$ cat src/rtl/fvc_pkg.sv
// Package with the beat types, stage types and codes of the field value converter.
package fvc_pkg;

  typedef enum logic [2:0] {
    ENC_UNSIGNED = 3'd0,
    ENC_TWOS     = 3'd1,
    ENC_SIGNMAG  = 3'd2,
    ENC_BCD      = 3'd3,
    ENC_BCD2K    = 3'd4
  } enc_t;

  localparam logic ACT_TO_VALUE = 1'b0;
  localparam logic ACT_TO_RAW   = 1'b1;

  localparam logic [32:0] BCD_OFFSET = 33'd2000;

  typedef struct packed {
    logic        action;
    logic [2:0]  encoding;
    logic [5:0]  width;
    logic [31:0] data_in;
  } in_t;

  typedef struct packed {
    logic signed [31:0] value_out;
    logic [31:0]        raw_out;
    logic               in_range;
  } out_t;

  typedef struct packed {
    logic        sel_bcd;
    out_t        res;
    logic [30:0] d;
    logic [17:0] q0;
    logic [4:0]  h0;
  } mid_t;

  typedef struct packed {
    logic        sel_bcd;
    out_t        res;
    logic [13:0] lo4;
    logic [13:0] hi4;
  } dig_t;

endpackage

$ cat src/rtl/fvc_front.sv
// Decoding, range checks and quotient estimates of the field value converter.
module fvc_front (
  input  fvc_pkg::in_t  item,
  output fvc_pkg::mid_t mid
);

  logic [5:0]  wc;
  logic [31:0] data;
  logic [31:0] mask;
  logic [31:0] sbit;
  logic [31:0] upper;
  logic [31:0] top_mask;
  logic [31:0] x;
  logic [31:0] absval;
  logic [27:0] bcd_sum;
  logic [32:0] d33;
  logic        ok_bcd;
  logic        ok_u;
  logic        ok_t;
  logic        ok_s;
  logic [49:0] prod_q;
  logic [36:0] prod_h;

  function automatic logic [7:0] bcd_pair(input logic [7:0] b);
    logic [7:0] hi;
    logic [7:0] lo;
    hi = {4'd0, b[7:4]};
    lo = {4'd0, b[3:0]};
    return (hi << 3) + (hi << 1) + lo;
  endfunction

  always_comb begin
    data = item.data_in;
    if (item.width == 6'd0) begin
      wc = 6'd1;
    end else if (item.width > 6'd32) begin
      wc = 6'd32;
    end else begin
      wc = item.width;
    end
    mask     = (wc == 6'd32) ? 32'hFFFF_FFFF : ((32'd1 << wc) - 32'd1);
    sbit     = 32'd1 << (wc - 6'd1);
    upper    = ~(sbit - 32'd1);
    top_mask = (wc == 6'd32) ? 32'h7FFF_FFFF : mask;
    x        = data & mask;
    absval   = data[31] ? (32'd0 - data) : data;
    bcd_sum  = {20'd0, bcd_pair(data[7:0])}
             + {20'd0, bcd_pair(data[15:8])} * 28'd100
             + {20'd0, bcd_pair(data[23:16])} * 28'd10000
             + {20'd0, bcd_pair(data[31:24])} * 28'd1000000;
    d33 = {data[31], data}
        - ((item.encoding == fvc_pkg::ENC_BCD2K) ? fvc_pkg::BCD_OFFSET : 33'd0);
    ok_bcd = !d33[32] && ((d33[31:0] & upper) == 32'd0);
    ok_u   = (data & ~top_mask) == 32'd0;
    ok_t   = ((data & upper) == 32'd0) || ((data & upper) == upper);
    ok_s   = (absval & upper) == 32'd0;
    prod_q = {23'd0, d33[30:4]} * 50'd6871947;
    prod_h = {14'd0, d33[30:8]} * 37'd10995;

    mid.sel_bcd       = 1'b0;
    mid.res.value_out = 32'sd0;
    mid.res.raw_out   = 32'd0;
    mid.res.in_range  = 1'b0;
    mid.d             = d33[30:0];
    mid.q0            = prod_q[49:32];
    mid.h0            = prod_h[36:32];

    if (item.action == fvc_pkg::ACT_TO_VALUE) begin
      case (item.encoding)
        fvc_pkg::ENC_UNSIGNED: mid.res.value_out = data;
        fvc_pkg::ENC_TWOS:     mid.res.value_out = (x ^ sbit) - sbit;
        fvc_pkg::ENC_SIGNMAG:
          mid.res.value_out = ((x & sbit) != 32'd0) ? (32'd0 - (x & ~sbit)) : x;
        fvc_pkg::ENC_BCD:      mid.res.value_out = {4'd0, bcd_sum};
        fvc_pkg::ENC_BCD2K:    mid.res.value_out = {4'd0, bcd_sum} + 32'd2000;
        default:               mid.res.value_out = 32'sd0;
      endcase
    end else begin
      case (item.encoding)
        fvc_pkg::ENC_UNSIGNED: begin
          mid.res.in_range = ok_u;
          mid.res.raw_out  = ok_u ? (data & mask) : 32'd0;
        end
        fvc_pkg::ENC_TWOS: begin
          mid.res.in_range = ok_t;
          mid.res.raw_out  = ok_t ? (data & mask) : 32'd0;
        end
        fvc_pkg::ENC_SIGNMAG: begin
          mid.res.in_range = ok_s;
          mid.res.raw_out  = ok_s ? (data[31] ? (sbit | absval) : data) : 32'd0;
        end
        fvc_pkg::ENC_BCD, fvc_pkg::ENC_BCD2K: begin
          mid.res.in_range = ok_bcd;
          mid.sel_bcd      = ok_bcd;
        end
        default: mid.res.in_range = 1'b0;
      endcase
    end
  end

endmodule

$ cat src/rtl/fvc_split.sv
// Splits the BCD operand into its low and high groups of four decimal digits.
module fvc_split (
  input  fvc_pkg::mid_t mid,
  output fvc_pkg::dig_t dig
);

  logic [30:0] r1;
  logic [30:0] r2;
  logic        c1;
  logic        c2;
  logic [30:0] lo_full;
  logic [17:0] base;
  logic [17:0] hi_full;

  always_comb begin
    r1      = mid.d - {13'd0, mid.q0} * 31'd10000;
    c1      = r1 >= 31'd10000;
    lo_full = c1 ? (r1 - 31'd10000) : r1;
    r2      = mid.d - {26'd0, mid.h0} * 31'd100000000;
    c2      = r2 >= 31'd100000000;
    base    = mid.q0 - {13'd0, mid.h0} * 18'd10000;
    hi_full = base + {17'd0, c1} - (c2 ? 18'd10000 : 18'd0);

    dig.sel_bcd = mid.sel_bcd;
    dig.res     = mid.res;
    dig.lo4     = lo_full[13:0];
    dig.hi4     = hi_full[13:0];
  end

endmodule

$ cat src/rtl/fvc_digits.sv
// Turns two four-digit groups into packed BCD and forms the result beat.
module fvc_digits (
  input  fvc_pkg::dig_t dig,
  output fvc_pkg::out_t res
);

  function automatic logic [7:0] pair_bcd(input logic [6:0] p);
    logic [13:0] prod;
    logic [3:0]  tens;
    logic [6:0]  ones;
    prod = {7'd0, p} * 14'd103;
    tens = prod[13:10];
    ones = p - {3'd0, tens} * 7'd10;
    return {tens, ones[3:0]};
  endfunction

  function automatic logic [15:0] group_bcd(input logic [13:0] v);
    logic [26:0] prod;
    logic [6:0]  hi;
    logic [13:0] lo;
    prod = {13'd0, v} * 27'd5243;
    hi   = prod[25:19];
    lo   = v - {7'd0, hi} * 14'd100;
    return {pair_bcd(hi), pair_bcd(lo[6:0])};
  endfunction

  always_comb begin
    res = dig.res;
    if (dig.sel_bcd) begin
      res.raw_out = {group_bcd(dig.hi4), group_bcd(dig.lo4)};
    end
  end

endmodule

$ cat src/rtl/field_value_format_converter.sv
// Top level of the field value converter with its four-stage beat pipeline.
//
// Each input beat carries a direction, an encoding, a field width and a data
// word. The block turns a raw field word into an integer value, or an integer
// value into raw field bits with a range check, and returns one result beat
// for every input beat, in order.
// Both channels use valid and ready. An accepted beat passes the input,
// quotient, digit and output registers in turn before reaching out_valid.
// The pipeline takes one beat every cycle while out_ready is high; the
// longest path is the reciprocal multiply splitting BCD into decimal groups.
// Every stage has its own valid bit, so a new beat enters while finished
// results wait: when the receiver stalls, the stages fill up and in_ready
// falls only once all four registers hold a beat.
// Synchronous reset clears all stage valid bits; the block then accepts a beat
// as soon as reset is released. The data registers are not reset.
module field_value_format_converter (
  input  logic          clk,
  input  logic          rst_n,
  input  logic          in_valid,
  output logic          in_ready,
  input  fvc_pkg::in_t  in_data,
  output logic          out_valid,
  input  logic          out_ready,
  output fvc_pkg::out_t out_data
);

  logic          s0_v_r;
  logic          s1_v_r;
  logic          s2_v_r;
  logic          s3_v_r;
  logic          s0_v_nxt;
  logic          s1_v_nxt;
  logic          s2_v_nxt;
  logic          s3_v_nxt;
  logic          rdy0;
  logic          rdy1;
  logic          rdy2;
  logic          rdy3;
  fvc_pkg::in_t  s0_r;
  fvc_pkg::mid_t s1_r;
  fvc_pkg::dig_t s2_r;
  fvc_pkg::out_t s3_r;
  fvc_pkg::mid_t s1_nxt;
  fvc_pkg::dig_t s2_nxt;
  fvc_pkg::out_t s3_nxt;

  fvc_front u_front (
    .item (s0_r),
    .mid  (s1_nxt)
  );

  fvc_split u_split (
    .mid (s1_r),
    .dig (s2_nxt)
  );

  fvc_digits u_digits (
    .dig (s2_r),
    .res (s3_nxt)
  );

  always_comb begin
    rdy3     = !s3_v_r || out_ready;
    rdy2     = !s2_v_r || rdy3;
    rdy1     = !s1_v_r || rdy2;
    rdy0     = !s0_v_r || rdy1;
    s0_v_nxt = rdy0 ? in_valid : s0_v_r;
    s1_v_nxt = rdy1 ? s0_v_r : s1_v_r;
    s2_v_nxt = rdy2 ? s1_v_r : s2_v_r;
    s3_v_nxt = rdy3 ? s2_v_r : s3_v_r;
  end

  always_ff @(posedge clk) begin
    if (!rst_n) begin
      s0_v_r <= 1'b0;
      s1_v_r <= 1'b0;
      s2_v_r <= 1'b0;
      s3_v_r <= 1'b0;
    end else begin
      s0_v_r <= s0_v_nxt;
      s1_v_r <= s1_v_nxt;
      s2_v_r <= s2_v_nxt;
      s3_v_r <= s3_v_nxt;
    end
  end

  always_ff @(posedge clk) begin
    if (rdy0) begin
      s0_r <= in_data;
    end
    if (rdy1) begin
      s1_r <= s1_nxt;
    end
    if (rdy2) begin
      s2_r <= s2_nxt;
    end
    if (rdy3) begin
      s3_r <= s3_nxt;
    end
  end

  assign in_ready  = rdy0;
  assign out_valid = s3_v_r;
  assign out_data  = s3_r;

endmodule

$ cat config.mk
export PLATFORM = sky130hd
export DESIGN_NAME = field_value_format_converter
export DESIGN_NICKNAME = d
export VERILOG_FILES = /design/src/rtl/fvc_pkg.sv /design/src/rtl/fvc_front.sv /design/src/rtl/fvc_split.sv /design/src/rtl/fvc_digits.sv /design/src/rtl/field_value_format_converter.sv
export SDC_FILE = /design/constraint.sdc
export NUM_CORES = 2
export LEC_CHECK = 0
export ABC_AREA = 0
export BUFFER_PORTS_ARGS = -buffer_cell sky130_fd_sc_hd__buf_2
export CORE_MARGIN = 4
export CORE_UTILIZATION = 35
export DETAILED_ROUTE_END_ITERATION = 8
export SLEW_MARGIN = 40
export SYNTH_ARGS = -nofsm -noshare
export SYNTH_HDL_FRONTEND = slang
export SYNTH_SLANG_ARGS = --single-unit
$ cat constraint.sdc
create_clock -name clk -period 25.3 [get_ports clk]
set_input_delay 2.53 -clock clk [delete_from_list [all_inputs] [get_ports clk]]
set_output_delay 2.53 -clock clk [all_outputs]
set_load 0.05 [all_outputs]
# Word level (Yosys, flattened, before mapping)
# Index checks and enable logic that the tools add are counted.
# W data, S select, Z words.
# word_totals
ff_bits	325
wordCells	135
in_bits	46
out_inout_bits	67
# op_classes
eq_ne	6
reduce_logical	20
multipliers	20
add_sub_neg	31
magnitude_cmp	3
bitwise	12
shifts	2
muxes	17
# op_table
cell	count
$mux W32	9
$and A32 B32 Y32	7
$pmux W32 S5	1
$logic_not A32 Y1	4
$not A32 Y32	3
$pmux W32 S3	1
$shl A1 B6 Y32 const A	2
$sub A1 B32 Y32 const A	2
$sub A32 B1 Y32 const B	2
$sub A31 B31 Y31	2
$mul A7 B7 Y14 const B	4
$mul A14 B13 Y26 const B	2
$mul A27 B23 Y50 const B	1
$mul A23 B14 Y37 const B	1
$sub A33 B33 Y33	1
$add A7 B5 Y8	4
$add A8 B4 Y8	4
$eq A32 B32 Y1	1
$or A32 B32 Y32	1
$reduce_bool A32 Y1	1
$sub A32 B32 Y32	1
$xor A32 B32 Y32	1
$ge A31 B14 Y1 const B	1
$ge A31 B27 Y1 const B	1
34 further kinds	54

# Logic depth before layout (Yosys ltp)
# logic_depth
depth_word	12
mapped_depth	47

# By module
# Synthesis repeated with hierarchy kept, for this count alone.
# hier_totals
cells_unflattened	6463
hier_area_um2	61819.3
# modules_own_cells
mod	cells_each	area_each_um2	seq_area_each_um2	n_inst
fvc_front	3896	32474.9	0.0	1
fvc_digits	1212	11243.3	0.0	1
field_value_format_converter	338	9803.2	9719.3	1
fvc_split	1017	8298.0	0.0	1

# Least setup slack after synthesis
# OpenSTA, ideal clock, no wires.
# synth_timing
kind	reg-to-reg
from	register s0_r[39] (netlist bit)
to	register s1_r[22] (netlist bit), data pin
n_path_buf	1
path_slack_ns	15.134
t_arrival_ns	9.906
required_time_ns	25.040
period_less_slack_ns	10.166
stages_incl_launch_ff	36
path_cell_list	edfxtp_1 -> clkbuf_1 -> nor2_1 -> nand2_1 -> clkinv_1 -> ha_1 -> nand2b_1 -> a21oi_1 -> o21bai_1 -> a2111oi_0 -> o21ai_0 -> or3_1 -> xnor2_1 -> inv_1 -> ha_1 -> inv_1 -> fa_1 -> fa_1 -> fa_1 -> fa_1 -> fa_1 -> inv_1 -> fa_1 -> ha_1 -> and4_1 -> o21ai_0 -> or3_1 -> o2111a_1 -> a211oi_1 -> o221ai_1 -> nand4b_1 -> o21a_1 -> nor2b_1 -> a311oi_1 -> o21bai_1 -> xnor2_1
# synth_lines
item	line	text
start: declaration	field_value_format_converter.sv:39	fvc_pkg::in_t s0_r;
start signal: assignment	field_value_format_converter.sv:89	s0_r <= in_data;
end signal: assignment	field_value_format_converter.sv:92	s1_r <= s1_nxt;
end: declaration	field_value_format_converter.sv:40	fvc_pkg::mid_t s1_r;

==> results.md <==
- Vias in the first global route: between 40000 and 50000
- RSZ-0062 raised after global routing: no
- Die height: 417 um
- Clk_lat worst skew: 0.60 ns
- Crit Path Class: reg -> reg
- Final Wtd Congestion: 0.977
- Post-DR vias/cell: between 5 and 6
- Post-synth EDFFs: between 300 and 400
- Number of port buffers: between 100 and 150
- Slowest CP cell: inv_1
- Core Util, Final: about two fifths
- Number of synthesis warnings: 0
- Post-synthesis register bit count: between 300 and 400
- Area of the die: 174000 um2
- Die width: 417 um
- Post-synth ARST share: 0%
- Worst slew margin: about two fifths
- Drt first-iter violations: 3536
- Area grow syn2layout: 8.51%
- Layout cells sized above 1: 6.23%
- Clock root buffer: clkbuf_16
- GRT Util Overall: 21.7%
- Worst path max stage delay: 0.58 ns
- Setup bufs post-CTS: 0
- WL/cell: 22.3 um
- Required time of the critical path: 25.61 ns
- # H-tree levels: 2
- Cell variety after synth: between 100 and 150
- DRC: 0
- CTS tree: yes
- Mapped cell area: 58600 um2
- Worst setup SP type: flip-flop
- Routed WL: between 150000 and 200000 um
- Maxcap violations: 0
- Grt total ovfl: 0
- Post-synthesis net count: 7961
- Sink Count: 325
- CTS Hold Buffers Added: 0
- Fin. Hold Viols: 0
- CTS max path bufs: 3
- Synthesized netlist cell count: 6139
- Core Region: 166000 um2
- WP data arrival: 12.24 ns
- CTS resizes: 0
- Most frequent cells in the layout: inv_1, ha_1, fa_1
- Crit-path max FO: 12
- Pre-Repair DR Iteration Count: 7
- Worst Hold Class: reg -> reg
- Initial Util: 35.4%
- First-pass GRT wire length: 288000 um
- Clock Pin Slew Worst Setup and Hold Paths: 0.06 ns
- Final period util: 47.2%
- Site Rows: 149
- F_max: 83.8 MHz
- Most common cell after layout, fill and taps aside: inv_1
- Largest net degree at the start of global routing: 72
- Setup Skew: 0.0391 ns
- Critical Path Sink Type: flip-flop
- Max-slew violation count: 0
- NumNets Final: 8084
- Run status: finished, final reports clean
- Post-DP HPWL: 157000 um
- Routed Antenna Nets: 0
- Initial antenna violation count: 6
- Num ports: 113
- Inserted Clock Buffers: 38
- Setup_tns: 0 ns
- Vias: 44765
- Synth Flop Type: edfxtp_1
- Minimum clock period: 11.93 ns
- Sequential fraction of the synthesis area: 16.6%
- Worst-Margin Slew: a little under 0.9 ns
- Crit path top cell by count: fa_1
- Endpoints failing setup: 0
- Mean area per synthesized cell: 9.55 um2
flip-flops by register name (all words and copies together) (netlist names):
| register | count |
|---|---|
| s2_r | 94 |
| s2_v_r | 1 |
| s0_v_r | 1 |
| out_valid | 1 |
| s1_r | 120 |
| s1_v_r | 1 |
| out_data | 65 |
| s0_r | 42 |
synth_stat cells (10+ instances only):
master	number	area (um2)
edfxtp_1	321	9640
o21bai_1	41	308
a21o_1	82	616
o21ai_1	20	100
nor2b_1	57	357
a21oi_1	265	1330
nor2_1	285	1070
o22ai_1	70	438
a221oi_1	17	149
o2111ai_1	13	114
a22oi_1	14	105
buf_2	26	130
or2_2	21	131
a21boi_0	17	128
a31oi_1	38	238
a2111oi_0	18	158
nor3_1	81	405
and3_1	33	206
ha_1	1113	13900
o32ai_1	10	87.6
xor2_1	91	797
mux2i_1	20	200
nand3_1	73	365
nand2b_1	46	288
o21a_1	66	495
nor4_1	26	163
a211oi_1	49	368
o31ai_1	31	233
mux2_2	21	236
inv_1	1400	5260
or3_1	27	169
and2_1	13	81.3
nor3b_1	10	75.1
or4_1	11	82.6
nand4_1	21	131
clkbuf_1	100	375
nand2_1	228	856
xnor2_1	252	2210
o31a_1	16	140
o211ai_1	35	263
a31o_2	13	114
o21ai_0	191	956
fa_1	663	13300
o221ai_1	11	96.3
final timing paths:
kind / start / endpoint / slack [ns] / depth (start not counted)
worst max-delay path: s0_r[39] / s1_r[22] / 13.37 / 36
worst min-delay path: s2_r[65] / out_data[37] / 0.41 / 0
worst max register to register: s0_r[39] / s1_r[22] / 13.37 / 36
worst min register to register: s2_r[65] / out_data[37] / 0.41 / 0
cell type report:
class,instances,area (um2)
diodes,3,7.51
clock buffers,44,983
clock inverters,25,293
fillers,16460,102000
inverters,1406,5280
multi-input cells,4274,43200
flip-flops and latches,325,9720
well taps,2189,2740
repair buffers,217,1370
critical path: cells and delay by family (launching register included):
| family | cells | cell delay (ns) |
|---|---|---|
| XOR/XNOR | 2 | 0.49 |
| buffers and inverters | 6 | 1.23 |
| AO/OA/AOI/OAI | 10 | 2.30 |
| flip-flops | 1 | 0.55 |
| AND/OR/NAND/NOR | 8 | 2.70 |
| adder cells (fa/ha/maj) | 10 | 4.36 |
kinds of logic (layout without fill, tap and decap cells):
| family | after synthesis | count (layout) | share of synthesized area, % |
|---|---|---|---|
| simple gates | 996 | 996 | 8.51 |
| xor+xnor | 345 | 345 | 5.18 |
| flops | 325 | 325 | 16.6 |
| other cells | 1 | 4 | 0.00640 |
| mux | 41 | 41 | 0.745 |
| compound gates | 1115 | 1115 | 12.6 |
| buf+inv | 1540 | 1692 | 9.93 |
| fa+ha+maj | 1776 | 1776 | 46.4 |
per-layer routing:
metal / vias up / wire length [um] / track usage [%] / share of wire (%)
li1: 20905 / - / - / -
met1: 22044 / 84800 / 29.8 / 45
met2: 1484 / 84800 / 34.7 / 45
met3: 330 / 12600 / 3.60 / 6.6
met4: 2 / 7360 / 7.15 / 3.9
met5: - / 7 / 0 / 0.0037
per-stage QoR:
stage / instances / area [um2] / setup slack, ns / hold WS, ns
finish: 8483 / 63600 / 13.37 / 0.415
global route: 8480 / 63600 / 12.73 / 0.424
CTS: 8479 / 63500 / 13.19 / 0.416
detailed placement: 8410 / 62300 / 13.26 / 0.405
global placement: 8409 / 62200 / 13.46 / 0.403
floorplan: 6139 / 58600 / 15.13 / 0.400
Power is left out: the tool's default activity adds up to more than one toggle a clock period on the data nets, which glitch-free logic cannot reach.
